$ cat config.mk
export PLATFORM = sky130hd
export DESIGN_NAME = midi_timecode_quarter_frame_receiver
export DESIGN_NICKNAME = d
export VERILOG_FILES = /design/src/rtl/mtcqf_pkg.sv /design/src/rtl/mtcqf_advance.sv /design/src/rtl/midi_timecode_quarter_frame_receiver.sv
export SDC_FILE = /design/constraint.sdc
export NUM_CORES = 1
export LEC_CHECK = 0
export BUFFER_PORTS_ARGS = -buffer_cell sky130_fd_sc_hd__buf_2
export CORE_UTILIZATION = 50
export CTS_CLUSTER_SIZE = 8
export DETAILED_ROUTE_END_ITERATION = 8
export PLACE_DENSITY = 0.73
export SETUP_SLACK_MARGIN = 0.1
export SLEW_MARGIN = 5
export SYNTH_ARGS = -nofsm -noshare
export SYNTH_HDL_FRONTEND = slang
export SYNTH_SLANG_ARGS = --single-unit
$ cat constraint.sdc
create_clock -name aclk -period 9.35 [get_ports aclk]
set_input_delay 1.87 -clock aclk [delete_from_list [all_inputs] [get_ports aclk]]
set_output_delay 1.87 -clock aclk [all_outputs]
set_load 0.01 [all_outputs]
$ cat src/rtl/mtcqf_pkg.sv
// shared types, constants and helpers for the midi time code quarter frame receiver
package mtcqf_pkg;

    localparam logic [7:0] QF_STATUS   = 8'hF1;
    localparam logic [3:0] NO_PIECE    = 4'd15;
    localparam logic [7:0] WIN_MIN_RST = 8'd30;
    localparam logic [7:0] WIN_MAX_RST = 8'd45;

    // register index decoded from the word address
    localparam logic REG_WIN_MIN = 1'b0;
    localparam logic REG_WIN_MAX = 1'b1;

    localparam logic [1:0] RATE_24   = 2'd0;
    localparam logic [1:0] RATE_25   = 2'd1;
    localparam logic [1:0] RATE_30DF = 2'd2;
    localparam logic [1:0] RATE_30   = 2'd3;

    // hours sit in the lowest bits, rate in the highest
    typedef struct packed {
        logic [1:0] rate;
        logic [4:0] frames;
        logic [5:0] seconds;
        logic [5:0] minutes;
        logic [4:0] hours;
    } tc_t;

    // highest frame label for a rate code
    function automatic logic [4:0] fps_last(input logic [1:0] rate);
        logic [4:0] r;
        unique case (rate)
            RATE_24: r = 5'd23;
            RATE_25: r = 5'd24;
            default: r = 5'd29;
        endcase
        return r;
    endfunction

endpackage

$ cat src/rtl/mtcqf_advance.sv
// adds two or three frames to a timecode with smpte counting and drop-frame
module mtcqf_advance
    import mtcqf_pkg::*;
(
    input  tc_t  tc_i,
    input  logic add_three,
    output tc_t  tc_o
);

    function automatic logic is_tens(input logic [5:0] m);
        return (m == 6'd0) || (m == 6'd10) || (m == 6'd20) || (m == 6'd30) ||
               (m == 6'd40) || (m == 6'd50);
    endfunction

    function automatic tc_t step1(input tc_t t);
        tc_t        r;
        logic [4:0] fr;
        r  = t;
        fr = t.frames + 5'd1;
        if (fr > fps_last(t.rate)) begin
            r.frames = 5'd0;
            if (t.seconds >= 6'd59) begin
                r.seconds = 6'd0;
                if (t.minutes >= 6'd59) begin
                    r.minutes = 6'd0;
                    r.hours   = (t.hours >= 5'd23) ? 5'd0 : t.hours + 5'd1;
                end else begin
                    r.minutes = t.minutes + 6'd1;
                end
            end else begin
                r.seconds = t.seconds + 6'd1;
            end
        end else begin
            r.frames = fr;
        end
        // drop-frame skips labels 0 and 1 except on every tenth minute
        if (r.rate == RATE_30DF && r.frames == 5'd0 && r.seconds == 6'd0 &&
            !is_tens(r.minutes)) begin
            r.frames = 5'd2;
        end
        return r;
    endfunction

    tc_t s1, s2, s3;

    always_comb begin
        s1   = step1(tc_i);
        s2   = step1(s1);
        s3   = step1(s2);
        tc_o = add_three ? s3 : s2;
    end

endmodule

$ cat src/rtl/midi_timecode_quarter_frame_receiver.sv
// top level of the midi time code quarter frame receiver
//
//  channel  | ports                      | payload
//  ---------+----------------------------+-----------------------------------------
//  in       | s_tvalid s_tready s_tdata  | time_ms, status_byte, data_byte
//  out      | m_tvalid m_tready m_tdata  | tc_hours, tc_minutes, tc_seconds,
//           |                            | tc_frames, tc_rate
//  config   | psel penable pwrite paddr  | window_min_ms @0x0, window_max_ms @0x4
//
//  one message per cycle: an input register, then one pass of logic into the result
//  register; the frame adder (up to three chained frame steps) sets the path.
//  the result register loads from the input register when the message advances.
//  a stalled result holds the message in the input register; s_tready stays low
//  while both registers are full and m_tready is low.
//  reset is synchronous on aresetn low and restores windows 30 and 45 ms.
module midi_timecode_quarter_frame_receiver
    import mtcqf_pkg::*;
(
    input  logic        aclk,
    input  logic        aresetn,
    input  logic        s_tvalid,
    output logic        s_tready,
    // [30:0] time_ms, [38:31] status_byte, [46:39] data_byte, [47] zero
    input  logic [47:0] s_tdata,
    output logic        m_tvalid,
    input  logic        m_tready,
    // [4:0] tc_hours, [10:5] tc_minutes, [16:11] tc_seconds, [21:17] tc_frames,
    // [23:22] tc_rate
    output logic [23:0] m_tdata,
    input  logic        psel,
    input  logic        penable,
    input  logic        pwrite,
    input  logic [2:0]  paddr,
    input  logic [31:0] pwdata,
    output logic [31:0] prdata,
    output logic        pready
);

    logic [7:0]  win_min_reg, win_min_next;
    logic [7:0]  win_max_reg, win_max_next;
    logic        in_valid_reg, in_valid_next;
    logic [30:0] in_time_reg;
    logic [7:0]  in_status_reg;
    logic [7:0]  in_data_reg;
    logic [3:0]  nib_reg [8];
    logic [3:0]  nib_next [8];
    logic [3:0]  last_piece_reg, last_piece_next;
    logic [30:0] last0_time_reg, last0_time_next;
    tc_t         held_reg, held_next;
    logic        m_valid_reg, m_valid_next;
    tc_t         out_tc_reg;

    logic        advance;
    logic        is_qf;
    logic [2:0]  piece;
    logic [3:0]  nib;
    logic [30:0] gap;
    logic        emit0, emit4, emit;
    logic        in_order;
    tc_t         assembled;
    tc_t         adv_tc;
    logic [7:0]  raw_fr, raw_sec, raw_min;
    logic [4:0]  raw_hr;

    // configuration port
    assign pready = 1'b1;
    assign prdata = {24'd0, (paddr[2] == REG_WIN_MAX) ? win_max_reg : win_min_reg};

    always_comb begin
        win_min_next = win_min_reg;
        win_max_next = win_max_reg;
        if (psel && penable && pwrite) begin
            unique case (paddr[2])
                REG_WIN_MIN: win_min_next = pwdata[7:0];
                REG_WIN_MAX: win_max_next = pwdata[7:0];
                default:     win_min_next = win_min_reg;
            endcase
        end
    end

    // handshake
    assign advance       = in_valid_reg && (!m_valid_reg || m_tready);
    assign s_tready      = !in_valid_reg || advance;
    assign in_valid_next = (s_tvalid && s_tready) || (in_valid_reg && !advance);

    // message decode
    assign is_qf = (in_status_reg == QF_STATUS);
    assign piece = in_data_reg[6:4];
    assign nib   = in_data_reg[3:0];
    assign gap   = (in_time_reg >= last0_time_reg) ? in_time_reg - last0_time_reg : 31'd0;

    assign emit0 = is_qf && piece == 3'd0 && last_piece_reg == 4'd7 &&
                   gap > {22'd0, win_min_reg, 1'b0} && gap < {22'd0, win_max_reg, 1'b0};
    assign emit4 = is_qf && piece == 3'd4 && last_piece_reg == 4'd3 &&
                   gap > {23'd0, win_min_reg} && gap < {23'd0, win_max_reg};
    assign emit  = emit0 || emit4;

    assign in_order = (piece == 3'd0) ||
                      ({2'b00, piece} == {1'b0, last_piece_reg} + 5'd1);

    // timecode from stored nibbles, nibble 7 as held before this message
    always_comb begin
        raw_fr  = {nib_reg[1], nib_reg[0]};
        raw_sec = {nib_reg[3], nib_reg[2]};
        raw_min = {nib_reg[5], nib_reg[4]};
        raw_hr  = {nib_reg[7][0], nib_reg[6]};
        assembled.rate    = nib_reg[7][2:1];
        assembled.frames  = (raw_fr > {3'd0, fps_last(nib_reg[7][2:1])}) ?
                            fps_last(nib_reg[7][2:1]) : raw_fr[4:0];
        assembled.seconds = (raw_sec > 8'd59) ? 6'd59 : raw_sec[5:0];
        assembled.minutes = (raw_min > 8'd59) ? 6'd59 : raw_min[5:0];
        assembled.hours   = (raw_hr > 5'd23) ? 5'd23 : raw_hr;
    end

    mtcqf_advance u_advance (
        .tc_i      (held_reg),
        .add_three (emit4),
        .tc_o      (adv_tc)
    );

    // state update
    always_comb begin
        nib_next        = nib_reg;
        last_piece_next = last_piece_reg;
        last0_time_next = last0_time_reg;
        held_next       = held_reg;
        if (advance && is_qf) begin
            if (piece == 3'd7 && last_piece_reg == 4'd6) begin
                held_next = assembled;
            end
            if (piece == 3'd0) begin
                last0_time_next = in_time_reg;
            end
            if (in_order) begin
                last_piece_next = {1'b0, piece};
                nib_next[piece] = nib;
            end
        end
    end

    assign m_valid_next = advance ? emit : (m_valid_reg && !m_tready);

    always_ff @(posedge aclk) begin
        if (!aresetn) begin
            win_min_reg    <= WIN_MIN_RST;
            win_max_reg    <= WIN_MAX_RST;
            in_valid_reg   <= 1'b0;
            m_valid_reg    <= 1'b0;
            last_piece_reg <= NO_PIECE;
            last0_time_reg <= 31'd0;
            held_reg       <= '0;
            for (int i = 0; i < 8; i++) begin
                nib_reg[i] <= 4'd0;
            end
        end else begin
            win_min_reg    <= win_min_next;
            win_max_reg    <= win_max_next;
            in_valid_reg   <= in_valid_next;
            m_valid_reg    <= m_valid_next;
            last_piece_reg <= last_piece_next;
            last0_time_reg <= last0_time_next;
            held_reg       <= held_next;
            nib_reg        <= nib_next;
        end
    end

    always_ff @(posedge aclk) begin
        if (s_tvalid && s_tready) begin
            in_time_reg   <= s_tdata[30:0];
            in_status_reg <= s_tdata[38:31];
            in_data_reg   <= s_tdata[46:39];
        end
        if (advance && emit) begin
            out_tc_reg <= adv_tc;
        end
    end

    assign m_tvalid = m_valid_reg;
    assign m_tdata  = out_tc_reg;

    // last piece is either none or a real piece number
    a_last_piece: assert property (@(posedge aclk) disable iff (!aresetn)
        last_piece_reg[3] == 1'b0 || last_piece_reg == NO_PIECE)
        else $error("last piece holds an impossible value");

    // a message stalls only behind a result that is held back
    a_stall: assert property (@(posedge aclk) disable iff (!aresetn)
        !s_tready |-> (in_valid_reg && m_valid_reg && !m_tready))
        else $error("input stalled without a blocked result");

    // emitted frames stay below the frame rate
    a_frames: assert property (@(posedge aclk) disable iff (!aresetn)
        m_valid_reg |-> out_tc_reg.frames <= fps_last(out_tc_reg.rate))
        else $error("emitted frame label out of range");

    // emitted clock fields stay in range
    a_clock: assert property (@(posedge aclk) disable iff (!aresetn)
        m_valid_reg |-> (out_tc_reg.hours <= 5'd23 && out_tc_reg.minutes <= 6'd59 &&
                         out_tc_reg.seconds <= 6'd59))
        else $error("emitted time field out of range");

endmodule
==> impl_metrics.ini <==
[status]
status = completed

[global_routing]
grt_pass1_vias = 10163
gr-total-overflow = 0
grt.total_usage_pct = 22.62
grt_pass1_wl_um = 48460
grt_max_degree = 109
antenna_found_initial = 0

[clock_network]
clkTransAtPathRegs_ns = 0.07
cts_buffers = 17
cts.sinks = 178
clockBufferDepth = 2
cts_hold_buf = 0
tritoncts = yes
root_buffer = clkbuf_16
htreeDepth = 4
clock_latency_ns = 0.44

[routing]
vias = 11013
postRouteAntennaNets = 0
drc = 0
totalWireLength_um = 29120
wl_per_cell_um = 15.04
firstDrtPassIters = 5
vias_per_cell = 5.689
drt_iter0_drc = 782

[timing]
layout_min_cycle_time_ns = 9.051
hold_viol = 0
max_slew_margin_pct = 20.29
worstMarginPinSlew_ns = 1.196
drv_slew = 0
report.final.setup_viol = 0
grt_setup_unrepaired = true
worst_hold_slack_ns = 0.4663
min_period_over_period_pct = 96.80
finalClockSkew_ns = 0.01133
fin_setup_tns_ns = 0
max_freq_mhz = 110.5

[synthesis]
synth_edf_count = 70
async_reset_ff_share_pct = 0
avgSynthCellArea_um2 = 8.526
synth_area_mm2 = 0.01255
synthFlopType = dfxtp_1
synth_warnings = 0
netlist_instances = 1472
seq_area_frac_synth_pct = 33.98
ys_ff_latch = 178
synth_cell_types = 93

[setup_path]
endpoint_kind = flop
cp_slowest_cell = or4_4
r2r_slack_ns = 0.30
critPathMaxStageDelay_ns = 0.57
path_buf_inv = 2
cpLargestDelayFamily = simple AND/OR/NAND/NOR gates
crit_fanout = 7
cp_common_cell = ha_4
worstPathRequired_ns = 9.53
cp-start-kind = flop
path_class = flop to flop
crit_arrival_ns = 9.23

[pwr]
power.leakage_nw = 5.903
peakVddDrop_uv = 123.1
p_total_mw = 1.791
cellPowerDensity_mw_per_mm2 = 122.8

[finish]
antenna_cells = 0
seq_area_mm2 = 0.004273
drive_gt1_share_pct = 17.68
multi_input_area_mm2 = 0.007865
fill_cells = 2101
finalNonFillerCells = 1936
syn_to_final_growth_pct = 16.20
nets = 1787

[floorplanning]
die-area_mm2 = 0.02574
die_w_um = 160.4
num_rows = 57
core_mm2 = 0.02446
start_util_pct = 51.30
io_pins = 149
die_h_um = 160.4

[placement]
gp_congestion = 0.9279
hpwl_um = 21490
dpl.cell_count = 1895
portBuffers = 95

[hold_path]
hp-class = flop to flop

[job]
maxCapViolCount = 0
[cell families (layout without fill, tap and decap cells)]
logic type                 Yosys count  count (layout)  synth area share (%)
and+or+nand+nor                    554             554                 22.81
AOI/OAI and AO/OA                  375             375                 20.50
buffers and inverters              183             300                 6.530
DFF                                178             178                 33.98
adders and majority gates           99              99                 9.910
muxes                               49              49                 3.978
xor gates and xnor gates            32              32                 2.233
other                                2              25               0.05984
[what timing repair did]
action                     4_1_cts  5_1_grt
setup buffers                    0        9
setup endpoints to repair        1        4
pin swaps                        4       16
hold endpoints to repair         0        0
gates resized for setup          7       26
[metal layers]
layer	vias to the layer above	part of all wire (%)	track usage, %
met5	-	0	0
met4	0	1.8	7.229
met3	29	4.4	2.996
met2	278	46	36.68
met1	5176	48	31.12
li1	5530	-	-
[cell usage in the layout, fill, tap and decap left out, drive strengths merged, types with 8 or more instances in the layout]
master and n:
ha 97, nor3 24, or3 9, buf 176
inv 99, nand3 38, a21o 17, o21ai 78
mux2i 45, dfxtp 108, clkbuf 19, nand2b 28
nand4 32, xor2 10, conb 25, nor2b 53
nor4 20, a22oi 8, a211oi 11, o211ai 18
or2 9, a31oi 10, edfxtp 70, nor2 86
o22ai 8, a21oi 78, nand2 184, o21a 18
and3 10, and2 18, xnor2 22, nor3b 14
a21boi 55
[cell type report]
type	instances	share of cell area, %
Tap cell	324	2.780
Clock inverter	13	0.9524
Timing Repair Buffer	176	7.482
Clock buffer	19	3.183
Sequential cell	178	29.30
Multi-Input combinational cell	1134	53.93
Inverter	92	2.368
[cell usage after synthesis, types with 5 or more instances]
library cell  count  area [um2]
xor2_1           10       87.58
nand2_1         184       690.7
and3_1           10       62.56
xnor2_1          22       192.7
o211a_1           7       70.07
inv_1            92       345.3
ha_1             97        1214
a21boi_0         54       405.4
a211o_1           5       43.79
and2_1           18       112.6
nor3b_1          14       105.1
a22oi_1           8       60.06
nor3_1           23       115.1
edfxtp_1         70        2102
a21o_1           17       127.6
or2_2             7       43.79
or3_1             9       56.30
nand3_1          37       185.2
buf_4            26       195.2
o41ai_1           5       43.79
nor2_1           85       319.1
nor2b_1          53       331.6
o211ai_1         17       127.6
a31oi_1          10       62.56
mux2i_1          44       440.4
a211oi_1          7       52.55
nor4_1           18       112.6
o21ai_0          75       375.4
o22ai_1           8       50.05
buf_2            15       75.07
nand2b_1         28       175.2
o21a_1           18       135.1
nand4_1          30       187.7
or4_1             7       52.55
nand3b_1          7       52.55
a21oi_1          76       380.4
clkbuf_1         47       176.4
dfxtp_1         108        2162
o2111ai_1         6       52.55
[report_power, final]
| group | internal [mW] | switching [mW] |
|---|---|---|
| registers | 0.824 | 0.0155 |
| logic | 0.0914 | 0.127 |
| clock network | 0.400 | 0.333 |
[worst reg2reg max path, delay by kind of cell, from the launching register on]
family                   cells  cell delay, ns
AND/OR/NAND/NOR             14            3.15
multiplexers                 1            0.13
flip-flops                   1            0.37
adder cells (fa/ha/maj)      8            2.00
AO/OA/AOI/OAI               17            2.89
buffers and inverters        2            0.25
[path summary, 6_finish.rpt]
| check | startpoint | endpoint | depth (start not counted) |
|---|---|---|---|
| setup / recovery | held_reg[18] | m_tdata[18] | 42 |
| hold / removal | last0_time_reg[2] | last0_time_reg[2] | 2 |
| setup reg to reg | held_reg[18] | m_tdata[18] | 42 |
| hold reg to reg | last0_time_reg[2] | last0_time_reg[2] | 2 |
[metrics by stage]
| step | util, % | setup slack [ns] | cell area [um2] |
|---|---|---|---|
| global route | 59.61 | -0.1127 | 14580 |
| global placement | 56.10 | 0.09371 | 13720 |
| CTS | 58.71 | 0.1177 | 14360 |
| finish | 59.61 | 0.2990 | 14580 |
| floorplan | - | 0.1207 | 12780 |
| detailed placement | 56.10 | -0.07568 | 13720 |
Power figures use the tool's default switching activity.
